**src/design/ltc_pkg.sv**
```systemverilog
`timescale 1ns / 1ps

package ltc_pkg;

  // Default saturation point of the digit counter
  localparam int DIGIT_SAT_DEFAULT = 63;

  // Depth of the token queue between front and back
  localparam int QUEUE_DEPTH = 4;

  // Configuration register
  localparam int          THRESH_W     = 6;
  localparam logic [5:0]  THRESH_RESET = 6'd7;

  // Digit-count limits of the integer checks
  localparam int LONG_DIGITS     = 10;
  localparam int UNSIGNED_DIGITS = 6;

  // Token bytes of interest
  localparam logic [7:0] CH_NUL    = 8'h00;
  localparam logic [7:0] CH_DQUOTE = 8'h22;
  localparam logic [7:0] CH_SQUOTE = 8'h27;
  localparam logic [7:0] CH_MINUS  = 8'h2D;
  localparam logic [7:0] CH_DOT    = 8'h2E;
  localparam logic [7:0] CH_ZERO   = 8'h30;
  localparam logic [7:0] CH_NINE   = 8'h39;
  localparam logic [7:0] CH_UA     = 8'h41;
  localparam logic [7:0] CH_UF     = 8'h46;
  localparam logic [7:0] CH_UX     = 8'h58;
  localparam logic [7:0] CH_LX     = 8'h78;

  // Boolean words, one candidate bit each
  localparam logic [1:0] W_FALSE_LC = 2'd0;
  localparam logic [1:0] W_TRUE_LC  = 2'd1;
  localparam logic [1:0] W_TRUE_UC  = 2'd2;
  localparam logic [1:0] W_FALSE_UC = 2'd3;

  localparam logic [39:0] TXT_FALSE_LC = "false";
  localparam logic [39:0] TXT_TRUE_LC  = {"true", 8'h00};
  localparam logic [39:0] TXT_TRUE_UC  = {"TRUE", 8'h00};
  localparam logic [39:0] TXT_FALSE_UC = "FALSE";

  typedef enum logic [3:0] {
    TC_NULL     = 4'd0,
    TC_STRING   = 4'd1,
    TC_CHAR     = 4'd2,
    TC_DOUBLE   = 4'd3,
    TC_FLOAT    = 4'd4,
    TC_LONG     = 4'd5,
    TC_INT      = 4'd6,
    TC_UNSIGNED = 4'd7,
    TC_HEX      = 4'd8,
    TC_BOOL     = 4'd9,
    TC_UNKNOWN  = 4'd10
  } type_code_t;

  // Per-token summary handed from front to back
  typedef struct packed {
    logic [2:0] length_sat;
    logic [1:0] decimal_count;
    logic       minus_seen;
    logic       upper_hex_seen;
    logic       x_seen;
    logic       non_numeric_seen;
    logic [1:0] non_hexdigit_count;
    logic [7:0] first_byte;
    logic [7:0] third_byte;
    logic [7:0] last_byte;
    logic [3:0] bool_match;
  } token_sum_t;

  // Summary of an empty token: everything clear, all boolean words alive
  localparam token_sum_t SUM_CLEAR = '{
    length_sat:         3'd0,
    decimal_count:      2'd0,
    minus_seen:         1'b0,
    upper_hex_seen:     1'b0,
    x_seen:             1'b0,
    non_numeric_seen:   1'b0,
    non_hexdigit_count: 2'd0,
    first_byte:         8'h00,
    third_byte:         8'h00,
    last_byte:          8'h00,
    bool_match:         4'hF
  };

  // Length of a boolean word
  function automatic logic [2:0] word_len(input logic [1:0] k);
    logic [2:0] len;
    case (k)
      W_FALSE_LC: len = 3'd5;
      W_TRUE_LC:  len = 3'd4;
      W_TRUE_UC:  len = 3'd4;
      W_FALSE_UC: len = 3'd5;
      default:    len = 3'd0;
    endcase
    return len;
  endfunction

  // Byte of a boolean word at a position
  function automatic logic [7:0] word_byte(input logic [1:0] k, input logic [2:0] pos);
    logic [39:0] w;
    logic [7:0]  b;
    case (k)
      W_FALSE_LC: w = TXT_FALSE_LC;
      W_TRUE_LC:  w = TXT_TRUE_LC;
      W_TRUE_UC:  w = TXT_TRUE_UC;
      W_FALSE_UC: w = TXT_FALSE_UC;
      default:    w = '0;
    endcase
    case (pos)
      3'd0:    b = w[39:32];
      3'd1:    b = w[31:24];
      3'd2:    b = w[23:16];
      3'd3:    b = w[15:8];
      3'd4:    b = w[7:0];
      default: b = CH_NUL;
    endcase
    return b;
  endfunction

endpackage

```
**src/design/ltc_front.sv**
```systemverilog
`timescale 1ns / 1ps

module ltc_front #(
  parameter int DIGIT_SAT = ltc_pkg::DIGIT_SAT_DEFAULT,
  parameter int DW        = $clog2(DIGIT_SAT + 1)
) (
  input  logic                clk,
  input  logic                rst,
  input  logic                push,
  input  logic                full,
  input  logic [7:0]          ch,
  output logic                q_push,
  output ltc_pkg::token_sum_t q_sum,
  output logic [DW-1:0]       q_digits
);

  ltc_pkg::token_sum_t st, st_next;
  logic [DW-1:0]       digits, digits_next;
  logic                take;
  logic                is_digit;
  logic                is_uhex;

  assign take = push && !full;

  // Hand the finished token to the queue on the terminating zero beat
  assign q_push   = take && (ch == ltc_pkg::CH_NUL);
  assign q_sum    = st;
  assign q_digits = digits;

  // Update token flags and counters
  always_comb begin
    is_digit    = (ch >= ltc_pkg::CH_ZERO) && (ch <= ltc_pkg::CH_NINE);
    is_uhex     = (ch >= ltc_pkg::CH_UA) && (ch <= ltc_pkg::CH_UF);
    st_next     = st;
    digits_next = digits;
    if (take && (ch != ltc_pkg::CH_NUL)) begin
      for (int k = 0; k < 4; k++) begin
        if (!((st.length_sat < ltc_pkg::word_len(2'(k))) &&
              (ltc_pkg::word_byte(2'(k), st.length_sat) == ch))) begin
          st_next.bool_match[k] = 1'b0;
        end
      end
      if (st.length_sat == 3'd0) begin
        st_next.first_byte = ch;
      end
      if (st.length_sat == 3'd2) begin
        st_next.third_byte = ch;
      end
      st_next.last_byte = ch;
      if (ch == ltc_pkg::CH_DOT) begin
        if (st.decimal_count != 2'd3) begin
          st_next.decimal_count = st.decimal_count + 2'd1;
        end
      end else if (ch == ltc_pkg::CH_MINUS) begin
        st_next.minus_seen = 1'b1;
      end else if (!is_digit) begin
        st_next.non_numeric_seen = 1'b1;
      end
      if (is_digit && (digits < DW'(DIGIT_SAT))) begin
        digits_next = digits + DW'(1);
      end
      if (is_uhex) begin
        st_next.upper_hex_seen = 1'b1;
      end
      if ((ch == ltc_pkg::CH_LX) || (ch == ltc_pkg::CH_UX)) begin
        st_next.x_seen = 1'b1;
      end
      if (!is_digit && !is_uhex && (st.non_hexdigit_count != 2'd3)) begin
        st_next.non_hexdigit_count = st.non_hexdigit_count + 2'd1;
      end
      if (st.length_sat != 3'd7) begin
        st_next.length_sat = st.length_sat + 3'd1;
      end
    end else if (take) begin
      st_next     = ltc_pkg::SUM_CLEAR;
      digits_next = '0;
    end
  end

  // Hold token state; clear on reset
  always_ff @(posedge clk) begin
    if (rst) begin
      st     <= ltc_pkg::SUM_CLEAR;
      digits <= '0;
    end else begin
      st     <= st_next;
      digits <= digits_next;
    end
  end

endmodule

```
**src/design/ltc_fifo.sv**
```systemverilog
`timescale 1ns / 1ps

module ltc_fifo #(
  parameter int WIDTH = 8,
  parameter int DEPTH = ltc_pkg::QUEUE_DEPTH
) (
  input  logic             clk,
  input  logic             rst,
  input  logic             wr_en,
  input  logic [WIDTH-1:0] wr_data,
  input  logic             rd_en,
  output logic [WIDTH-1:0] rd_data,
  output logic             full,
  output logic             empty
);

  localparam int PW = $clog2(DEPTH);

  logic [WIDTH-1:0] mem [DEPTH];
  logic [PW-1:0]    wr_ptr;
  logic [PW-1:0]    rd_ptr;
  logic [PW:0]      count;
  logic             do_wr;
  logic             do_rd;

  assign full    = (count == (PW+1)'(DEPTH));
  assign empty   = (count == '0);
  assign do_wr   = wr_en && !full;
  assign do_rd   = rd_en && !empty;
  assign rd_data = mem[rd_ptr];

  // Write the entry at the tail
  always_ff @(posedge clk) begin
    if (do_wr) begin
      mem[wr_ptr] <= wr_data;
    end
  end

  // Advance pointers and occupancy
  always_ff @(posedge clk) begin
    if (rst) begin
      wr_ptr <= '0;
      rd_ptr <= '0;
      count  <= '0;
    end else begin
      if (do_wr) begin
        wr_ptr <= (wr_ptr == PW'(DEPTH - 1)) ? '0 : wr_ptr + PW'(1);
      end
      if (do_rd) begin
        rd_ptr <= (rd_ptr == PW'(DEPTH - 1)) ? '0 : rd_ptr + PW'(1);
      end
      case ({do_wr, do_rd})
        2'b10:   count <= count + (PW+1)'(1);
        2'b01:   count <= count - (PW+1)'(1);
        default: count <= count;
      endcase
    end
  end

endmodule

```
**src/design/ltc_back.sv**
```systemverilog
`timescale 1ns / 1ps

module ltc_back #(
  parameter int DIGIT_SAT = ltc_pkg::DIGIT_SAT_DEFAULT,
  parameter int DW        = $clog2(DIGIT_SAT + 1)
) (
  input  logic                clk,
  input  logic                rst,
  input  logic                cfg_valid,
  output logic                cfg_ready,
  input  logic [5:0]          cfg_data,
  input  logic                q_empty,
  input  ltc_pkg::token_sum_t q_sum,
  input  logic [DW-1:0]       q_digits,
  output logic                q_pop,
  output logic [3:0]          type_code,
  output logic                empty,
  input  logic                pop
);

  localparam int CW = (DW > ltc_pkg::THRESH_W) ? DW : ltc_pkg::THRESH_W;

  logic [5:0]          thresh;
  logic                out_valid;
  logic                load;
  logic [CW-1:0]       dc;
  logic [CW-1:0]       thr;
  logic                numeric_ok;
  logic                bool_hit;
  ltc_pkg::type_code_t tc;
  ltc_pkg::type_code_t tc_reg;

  assign cfg_ready = 1'b1;
  assign empty     = !out_valid;
  assign type_code = tc_reg;
  assign load      = !q_empty && (!out_valid || pop);
  assign q_pop     = load;
  assign dc        = CW'(q_digits);
  assign thr       = CW'(thresh);

  // Run the checks in priority order on the queue head
  always_comb begin
    numeric_ok = !q_sum.non_numeric_seen &&
                 (!q_sum.minus_seen || (q_sum.first_byte == ltc_pkg::CH_MINUS));
    bool_hit = 1'b0;
    for (int k = 0; k < 4; k++) begin
      if (q_sum.bool_match[k] && (q_sum.length_sat == ltc_pkg::word_len(2'(k)))) begin
        bool_hit = 1'b1;
      end
    end
    if (q_sum.length_sat == 3'd0) begin
      tc = ltc_pkg::TC_NULL;
    end else if ((q_sum.length_sat >= 3'd2) && (q_sum.first_byte == ltc_pkg::CH_DQUOTE) &&
                 (q_sum.last_byte == ltc_pkg::CH_DQUOTE)) begin
      tc = ltc_pkg::TC_STRING;
    end else if ((q_sum.length_sat == 3'd3) && (q_sum.first_byte == ltc_pkg::CH_SQUOTE) &&
                 (q_sum.third_byte == ltc_pkg::CH_SQUOTE)) begin
      tc = ltc_pkg::TC_CHAR;
    end else if (numeric_ok && (q_sum.decimal_count == 2'd1)) begin
      tc = (dc >= thr) ? ltc_pkg::TC_DOUBLE : ltc_pkg::TC_FLOAT;
    end else if (numeric_ok && (q_sum.decimal_count == 2'd0)) begin
      if (dc >= CW'(ltc_pkg::LONG_DIGITS)) begin
        tc = ltc_pkg::TC_LONG;
      end else if (!q_sum.minus_seen && (dc > CW'(ltc_pkg::UNSIGNED_DIGITS))) begin
        tc = ltc_pkg::TC_UNSIGNED;
      end else begin
        tc = ltc_pkg::TC_INT;
      end
    end else if ((q_sum.upper_hex_seen || q_sum.x_seen) &&
                 (((q_sum.first_byte == ltc_pkg::CH_ZERO) && q_sum.x_seen &&
                   (q_sum.non_hexdigit_count == 2'd1)) ||
                  (q_sum.non_hexdigit_count == 2'd0))) begin
      tc = ltc_pkg::TC_HEX;
    end else if (bool_hit) begin
      tc = ltc_pkg::TC_BOOL;
    end else begin
      tc = ltc_pkg::TC_UNKNOWN;
    end
  end

  // Hold the threshold register
  always_ff @(posedge clk) begin
    if (rst) begin
      thresh <= ltc_pkg::THRESH_RESET;
    end else if (cfg_valid && cfg_ready) begin
      thresh <= cfg_data;
    end
  end

  // Result register: load from queue head, drop on pop
  always_ff @(posedge clk) begin
    if (rst) begin
      out_valid <= 1'b0;
    end else if (load) begin
      out_valid <= 1'b1;
    end else if (pop) begin
      out_valid <= 1'b0;
    end
  end

  always_ff @(posedge clk) begin
    if (load) begin
      tc_reg <= tc;
    end
  end

endmodule

```
**src/design/literal_token_type_classifier.sv**
```systemverilog
`timescale 1ns / 1ps
// Result path: an accepted zero byte writes the token summary into the token queue;
//   when the result register is free, it loads the type of the queue head onto type_code.
// Throughput: one byte per cycle while full is low; full rises only when the four-entry token queue is full.
// Reset: synchronous rst clears token state, queue and result register, and sets
//   the double-digit threshold register thresh to 7.
module literal_token_type_classifier #(
  parameter int DIGIT_SAT = ltc_pkg::DIGIT_SAT_DEFAULT
) (
  input  logic       clk,
  input  logic       rst,
  input  logic       push,
  output logic       full,
  input  logic [7:0] ch,
  output logic       empty,
  input  logic       pop,
  output logic [3:0] type_code,
  input  logic       cfg_valid,
  output logic       cfg_ready,
  input  logic [5:0] cfg_data
);

  localparam int DW = $clog2(DIGIT_SAT + 1);
  localparam int QW = $bits(ltc_pkg::token_sum_t) + DW;

  logic                q_push;
  logic                q_pop;
  logic                q_empty;
  ltc_pkg::token_sum_t f_sum;
  logic [DW-1:0]       f_digits;
  ltc_pkg::token_sum_t b_sum;
  logic [DW-1:0]       b_digits;
  logic [QW-1:0]       q_rd;

  assign b_sum    = q_rd[QW-1:DW];
  assign b_digits = q_rd[DW-1:0];

  ltc_front #(
    .DIGIT_SAT (DIGIT_SAT),
    .DW        (DW)
  ) u_front (
    .clk      (clk),
    .rst      (rst),
    .push     (push),
    .full     (full),
    .ch       (ch),
    .q_push   (q_push),
    .q_sum    (f_sum),
    .q_digits (f_digits)
  );

  ltc_fifo #(
    .WIDTH (QW),
    .DEPTH (ltc_pkg::QUEUE_DEPTH)
  ) u_fifo (
    .clk     (clk),
    .rst     (rst),
    .wr_en   (q_push),
    .wr_data ({f_sum, f_digits}),
    .rd_en   (q_pop),
    .rd_data (q_rd),
    .full    (full),
    .empty   (q_empty)
  );

  ltc_back #(
    .DIGIT_SAT (DIGIT_SAT),
    .DW        (DW)
  ) u_back (
    .clk       (clk),
    .rst       (rst),
    .cfg_valid (cfg_valid),
    .cfg_ready (cfg_ready),
    .cfg_data  (cfg_data),
    .q_empty   (q_empty),
    .q_sum     (b_sum),
    .q_digits  (b_digits),
    .q_pop     (q_pop),
    .type_code (type_code),
    .empty     (empty),
    .pop       (pop)
  );

endmodule

```
**config.mk**
```make
export PLATFORM = sky130hd
export DESIGN_NAME = literal_token_type_classifier
export DESIGN_NICKNAME = d
export VERILOG_FILES = /design/src/design/ltc_pkg.sv /design/src/design/ltc_front.sv /design/src/design/ltc_fifo.sv /design/src/design/ltc_back.sv /design/src/design/literal_token_type_classifier.sv
export SDC_FILE = /design/constraint.sdc
export NUM_CORES = 1
export LEC_CHECK = 0
export BUFFER_PORTS_ARGS = -buffer_cell sky130_fd_sc_hd__buf_2
export CORE_AREA = 2 2 184 186
export CTS_CLUSTER_DIAMETER = 200
export CTS_CLUSTER_SIZE = 24
export DETAILED_ROUTE_END_ITERATION = 6
export DIE_AREA = 0 0 186 188
export GPL_TIMING_DRIVEN = 0
export MAX_ROUTING_LAYER = met4
export PLACE_DENSITY = 0.53
export SLEW_MARGIN = 20
export SYNTH_ARGS = -nofsm -noshare
export SYNTH_HDL_FRONTEND = slang
export SYNTH_SLANG_ARGS = --single-unit
```
**constraint.sdc**
```tcl
create_clock -name clk -period 6.4 [get_ports clk]
set_clock_uncertainty 0.2 [all_clocks]
set_input_delay 0.96 -clock clk [delete_from_list [all_inputs] [get_ports clk]]
set_output_delay 0.96 -clock clk [all_outputs]
set_load 0.005 [all_outputs]
```
==> results.toml <==
[outcome]
status = "finished, final reports clean"

[global_route]
maximum_number_of_pins_on_one_net_before_global_route_repair = 46
via_count_of_the_first_global_routing_pass = 5370
overall_fraction_of_global_route_tracks_in_use_pct = 12.4
grt_pass1_wl_um = 32100
number_of_antenna_violations_at_the_first_check_in_global_routing = 0
globalRoute.totalOverflow = 0
gr-max-usage-layer = "met2"
met1_track_usage_gr_pct = 16.1
use_met3_pct = 1.36
global_route.usage.met2_pct = 21.1

[timing]
timing.final.setup_violations = 0
grt_setup_unrepaired = "false"
finalWorstPathRequiredPeriod_ns = 3.85
clock.fmax_mhz = 259
min_period_over_period_pct = 60.2
report.final.hold_viol_count = 0
slew_worst_pin_ns = 0.746
timing.final.max_slew_violations = 0
totalNegativeSetupSlack_ns = 0
slew-limit-headroom_pct = 50.3

[floorplanning]
rows = 67
die_x_um = 186
design.core.area_um2 = 33100
number_of_placed_i_o_pins = 26
chipHeight_um = 188
floorplan.initialDensity_pct = 29.6
dieArea_um2 = 35000

[yosys]
synth-seq-area-share_pct = 68.8
yosys_warnings = 0
synth_cell_types = 68
synth_cells = 689
synth_enable_flop_cells = 184
synthesis_stage_register_bit_count = 245
synth-main-ff-cell = "edfxtp_1"
synthesis.area_per_instance_um2 = 14.2
synth.cell_area_um2 = 9800
asyncSetResetFlopFracSynth_pct = 0
syn_nets = 730

[clock_network]
tritoncts = "yes"
cts_resized = 0
buffer_levels_on_the_longest_clock_path = 3
clock_insertion_delay_worst_skew_ns = 0.49
cts_htree_levels = 1
tritoncts_num_sinks = 245
post-cts-setup-buffers = 0
clkTransAtPathRegs_ns = 0.09
post_cts_hold_buffer_count = 0
clock_tree.root_cell = "clkbuf_16"
tritoncts.num_buffers = 14

[final_layout]
final_core_utilization_pct = 33.1
instances_no_fill = 1181
nets_final = 767
area_delta_synth_final_pct = 11.7
antenna_diode_count = 0
fill_cells = 3261
post_route_cells_drive_above_1_share_pct = 11.3

[pwr]
static-leakage-power_nw = 3.66
pwr_dens_nw_per_um2 = 313
worst_ir_drop_vdd_v = 0.000139

[route]
detail_route.wl_per_cell_um = 17.9
dr.first_iter.drc_count = 332
final_antenna_net_count = 0
finalWirelength_um = 21200
drtPass1Iterations = 4
viasPerCell = 4.68
remaining_drc_errors = 0
via_total_after_detailed_routing = 5526

[worst_setup_path]
critical_r2r_launch = "u_fifo.count[2]$_SDFFE_PP0P_"
critPathRequiredTime_ns = 6.62
critical_path.cell_chain = "buf_2 -> nor3_1 -> nand3_1 -> nor2_1 -> inv_2 -> buf_1 -> ha_1 -> inv_1 -> fa_1 -> xor2_1 -> or3_1 -> a21oi_1"
end_kind = "flip-flop"
worst_path_largest_cell_delay_ns = 0.52
critPathSlowestCell = "nor2_1"
cp-start-kind = "input port"
critPathArrivalTime_ns = 4.07
type_of_the_worst_setup_path = "in2reg"
critPathLaunch = "ch[2]"
critical_path.max_fanout = 10
rrSetupSlack_ns = 2.94

[placed_design]
finalWeightedCongestion = 0.843
port_buffers = 19
post-dp-hpwl_um = 14200
placedCellCount = 1158

[run]
number_of_max_capacitance_violations_reported = 0

[min_path]
hold_path_startpoint = "u_back.out_valid$_SDFFE_PP0P_"
min_path_type = "reg2reg"
==> through the flow <==
step	setup WS, ns	power [mW]	instance area [um^2]	hold slack (ns)
CTS	2.57	3.47	11000	0.292
floorplan	2.88	2.31	9800	0.245
detailed placement	2.07	2.52	10500	0.269
finish	2.55	3.43	11000	0.289
global route	2.30	3.58	11000	0.309
global placement	1.19	2.51	10500	0.270
==> synth_stat cells, types with 3 or more instances <==
cell type / count / area share [%]
nor4b_1: 8 / 0.71
nor2_1: 44 / 1.7
o21ai_0: 12 / 0.61
xor2_1: 6 / 0.54
a21o_1: 3 / 0.23
nor3_1: 24 / 1.2
mux4_2: 10 / 2.3
ha_1: 21 / 2.7
nor2b_1: 4 / 0.26
mux2i_1: 6 / 0.61
dfxtp_1: 61 / 12
inv_1: 28 / 1.1
edfxtp_1: 184 / 56
buf_1: 3 / 0.11
mux4_1: 10 / 2.7
clkbuf_1: 12 / 0.46
nand2b_1: 6 / 0.38
or2_2: 3 / 0.19
a211oi_1: 5 / 0.38
or3_1: 4 / 0.26
a22oi_1: 4 / 0.31
nand3_1: 30 / 1.5
and3_1: 9 / 0.57
o211ai_1: 4 / 0.31
nand4_1: 5 / 0.32
a21oi_1: 51 / 2.6
nand2_1: 56 / 2.1
xnor2_1: 7 / 0.63
nand4b_1: 5 / 0.45
or4b_2: 6 / 0.61
buf_2: 6 / 0.31
buf_4: 3 / 0.23
==> logic make-up (layout without fill, tap and decap cells) <==
| logic type | after synthesis | in the layout | synth area share, % |
|---|---|---|---|
| compound gates | 102 | 102 | 6.46 |
| xor+xnor | 13 | 13 | 1.16 |
| fa+ha+maj | 22 | 22 | 2.88 |
| flops | 245 | 245 | 68.8 |
| other cells | 1 | 1 | 0.0383 |
| buf+inv | 58 | 102 | 2.99 |
| simple gates | 221 | 221 | 11.9 |
| mux | 27 | 27 | 5.74 |
==> final timing paths <==
path | cells past startpoint | to
worst max-delay path | 12 | u_fifo.count[2]$_SDFFE_PP0P_
worst min-delay path | 2 | u_back.out_valid$_SDFFE_PP0P_
worst max register to register | 11 | u_fifo.count[2]$_SDFFE_PP0P_
worst min register to register | 2 | u_back.out_valid$_SDFFE_PP0P_
==> flip-flops by register name, summed over array words and instances (netlist names), named ones only <==
name,cells
u_fifo.mem,180
u_back.type_code,4
u_back.thr,6
u_back.out_valid,1
u_fifo.rd_ptr,2
u_front.q_sum,39
u_front.q_digits,6
u_fifo.count,3
u_fifo.wr_ptr,2
==> critical path: cells and delay by family <==
family	cells	cell delay, ns
AND/OR/NAND/NOR	4	1.60
buffers and inverters	4	0.79
adder cells (fa/ha/maj)	2	0.50
AO/OA/AOI/OAI	1	0.14
XOR/XNOR	1	0.07
==> area by class of cell <==
| class | instances | area [um^2] | area share [%] |
|---|---|---|---|
| timing repair buffer | 21 | 143 | 1.30 |
| inverter | 29 | 109 | 0.994 |
| clock inverter | 1 | 20.0 | 0.183 |
| buffer | 29 | 184 | 1.68 |
| sequential | 245 | 6750 | 61.6 |
| multi-input combinational | 386 | 2790 | 25.4 |
| clock buffer | 22 | 402 | 3.67 |
| tap | 448 | 561 | 5.12 |
==> metal layers <==
metal,up-vias,part of all wire (%)
li1,2666,-
met1,2769,45
met2,71,50
met3,20,3.2
met4,0,1.3
met5,-,0
==> cells in the final DEF, fill, tap and decap left out, types with 21 or more instances in the layout <==
| cell | n |
|---|---|
| ha_1 | 21 |
| a21oi_1 | 50 |
| buf_2 | 25 |
| dfxtp_1 | 61 |
| nor3_1 | 24 |
| nor2_1 | 44 |
| edfxtp_1 | 184 |
| nand3_1 | 30 |
| nand2_1 | 56 |
| inv_1 | 28 |
==> power breakdown <==
group          switching (mW)  internal (mW)  leakage (nW)  total (mW)
Sequential             0.0635           1.79          2.21        1.85
Combinational           0.362          0.257          1.25       0.620
Clock                   0.509          0.445         0.203       0.955
Total                   0.935           2.49          3.66        3.43
No activity file was read; power rests on OpenSTA's default activity.
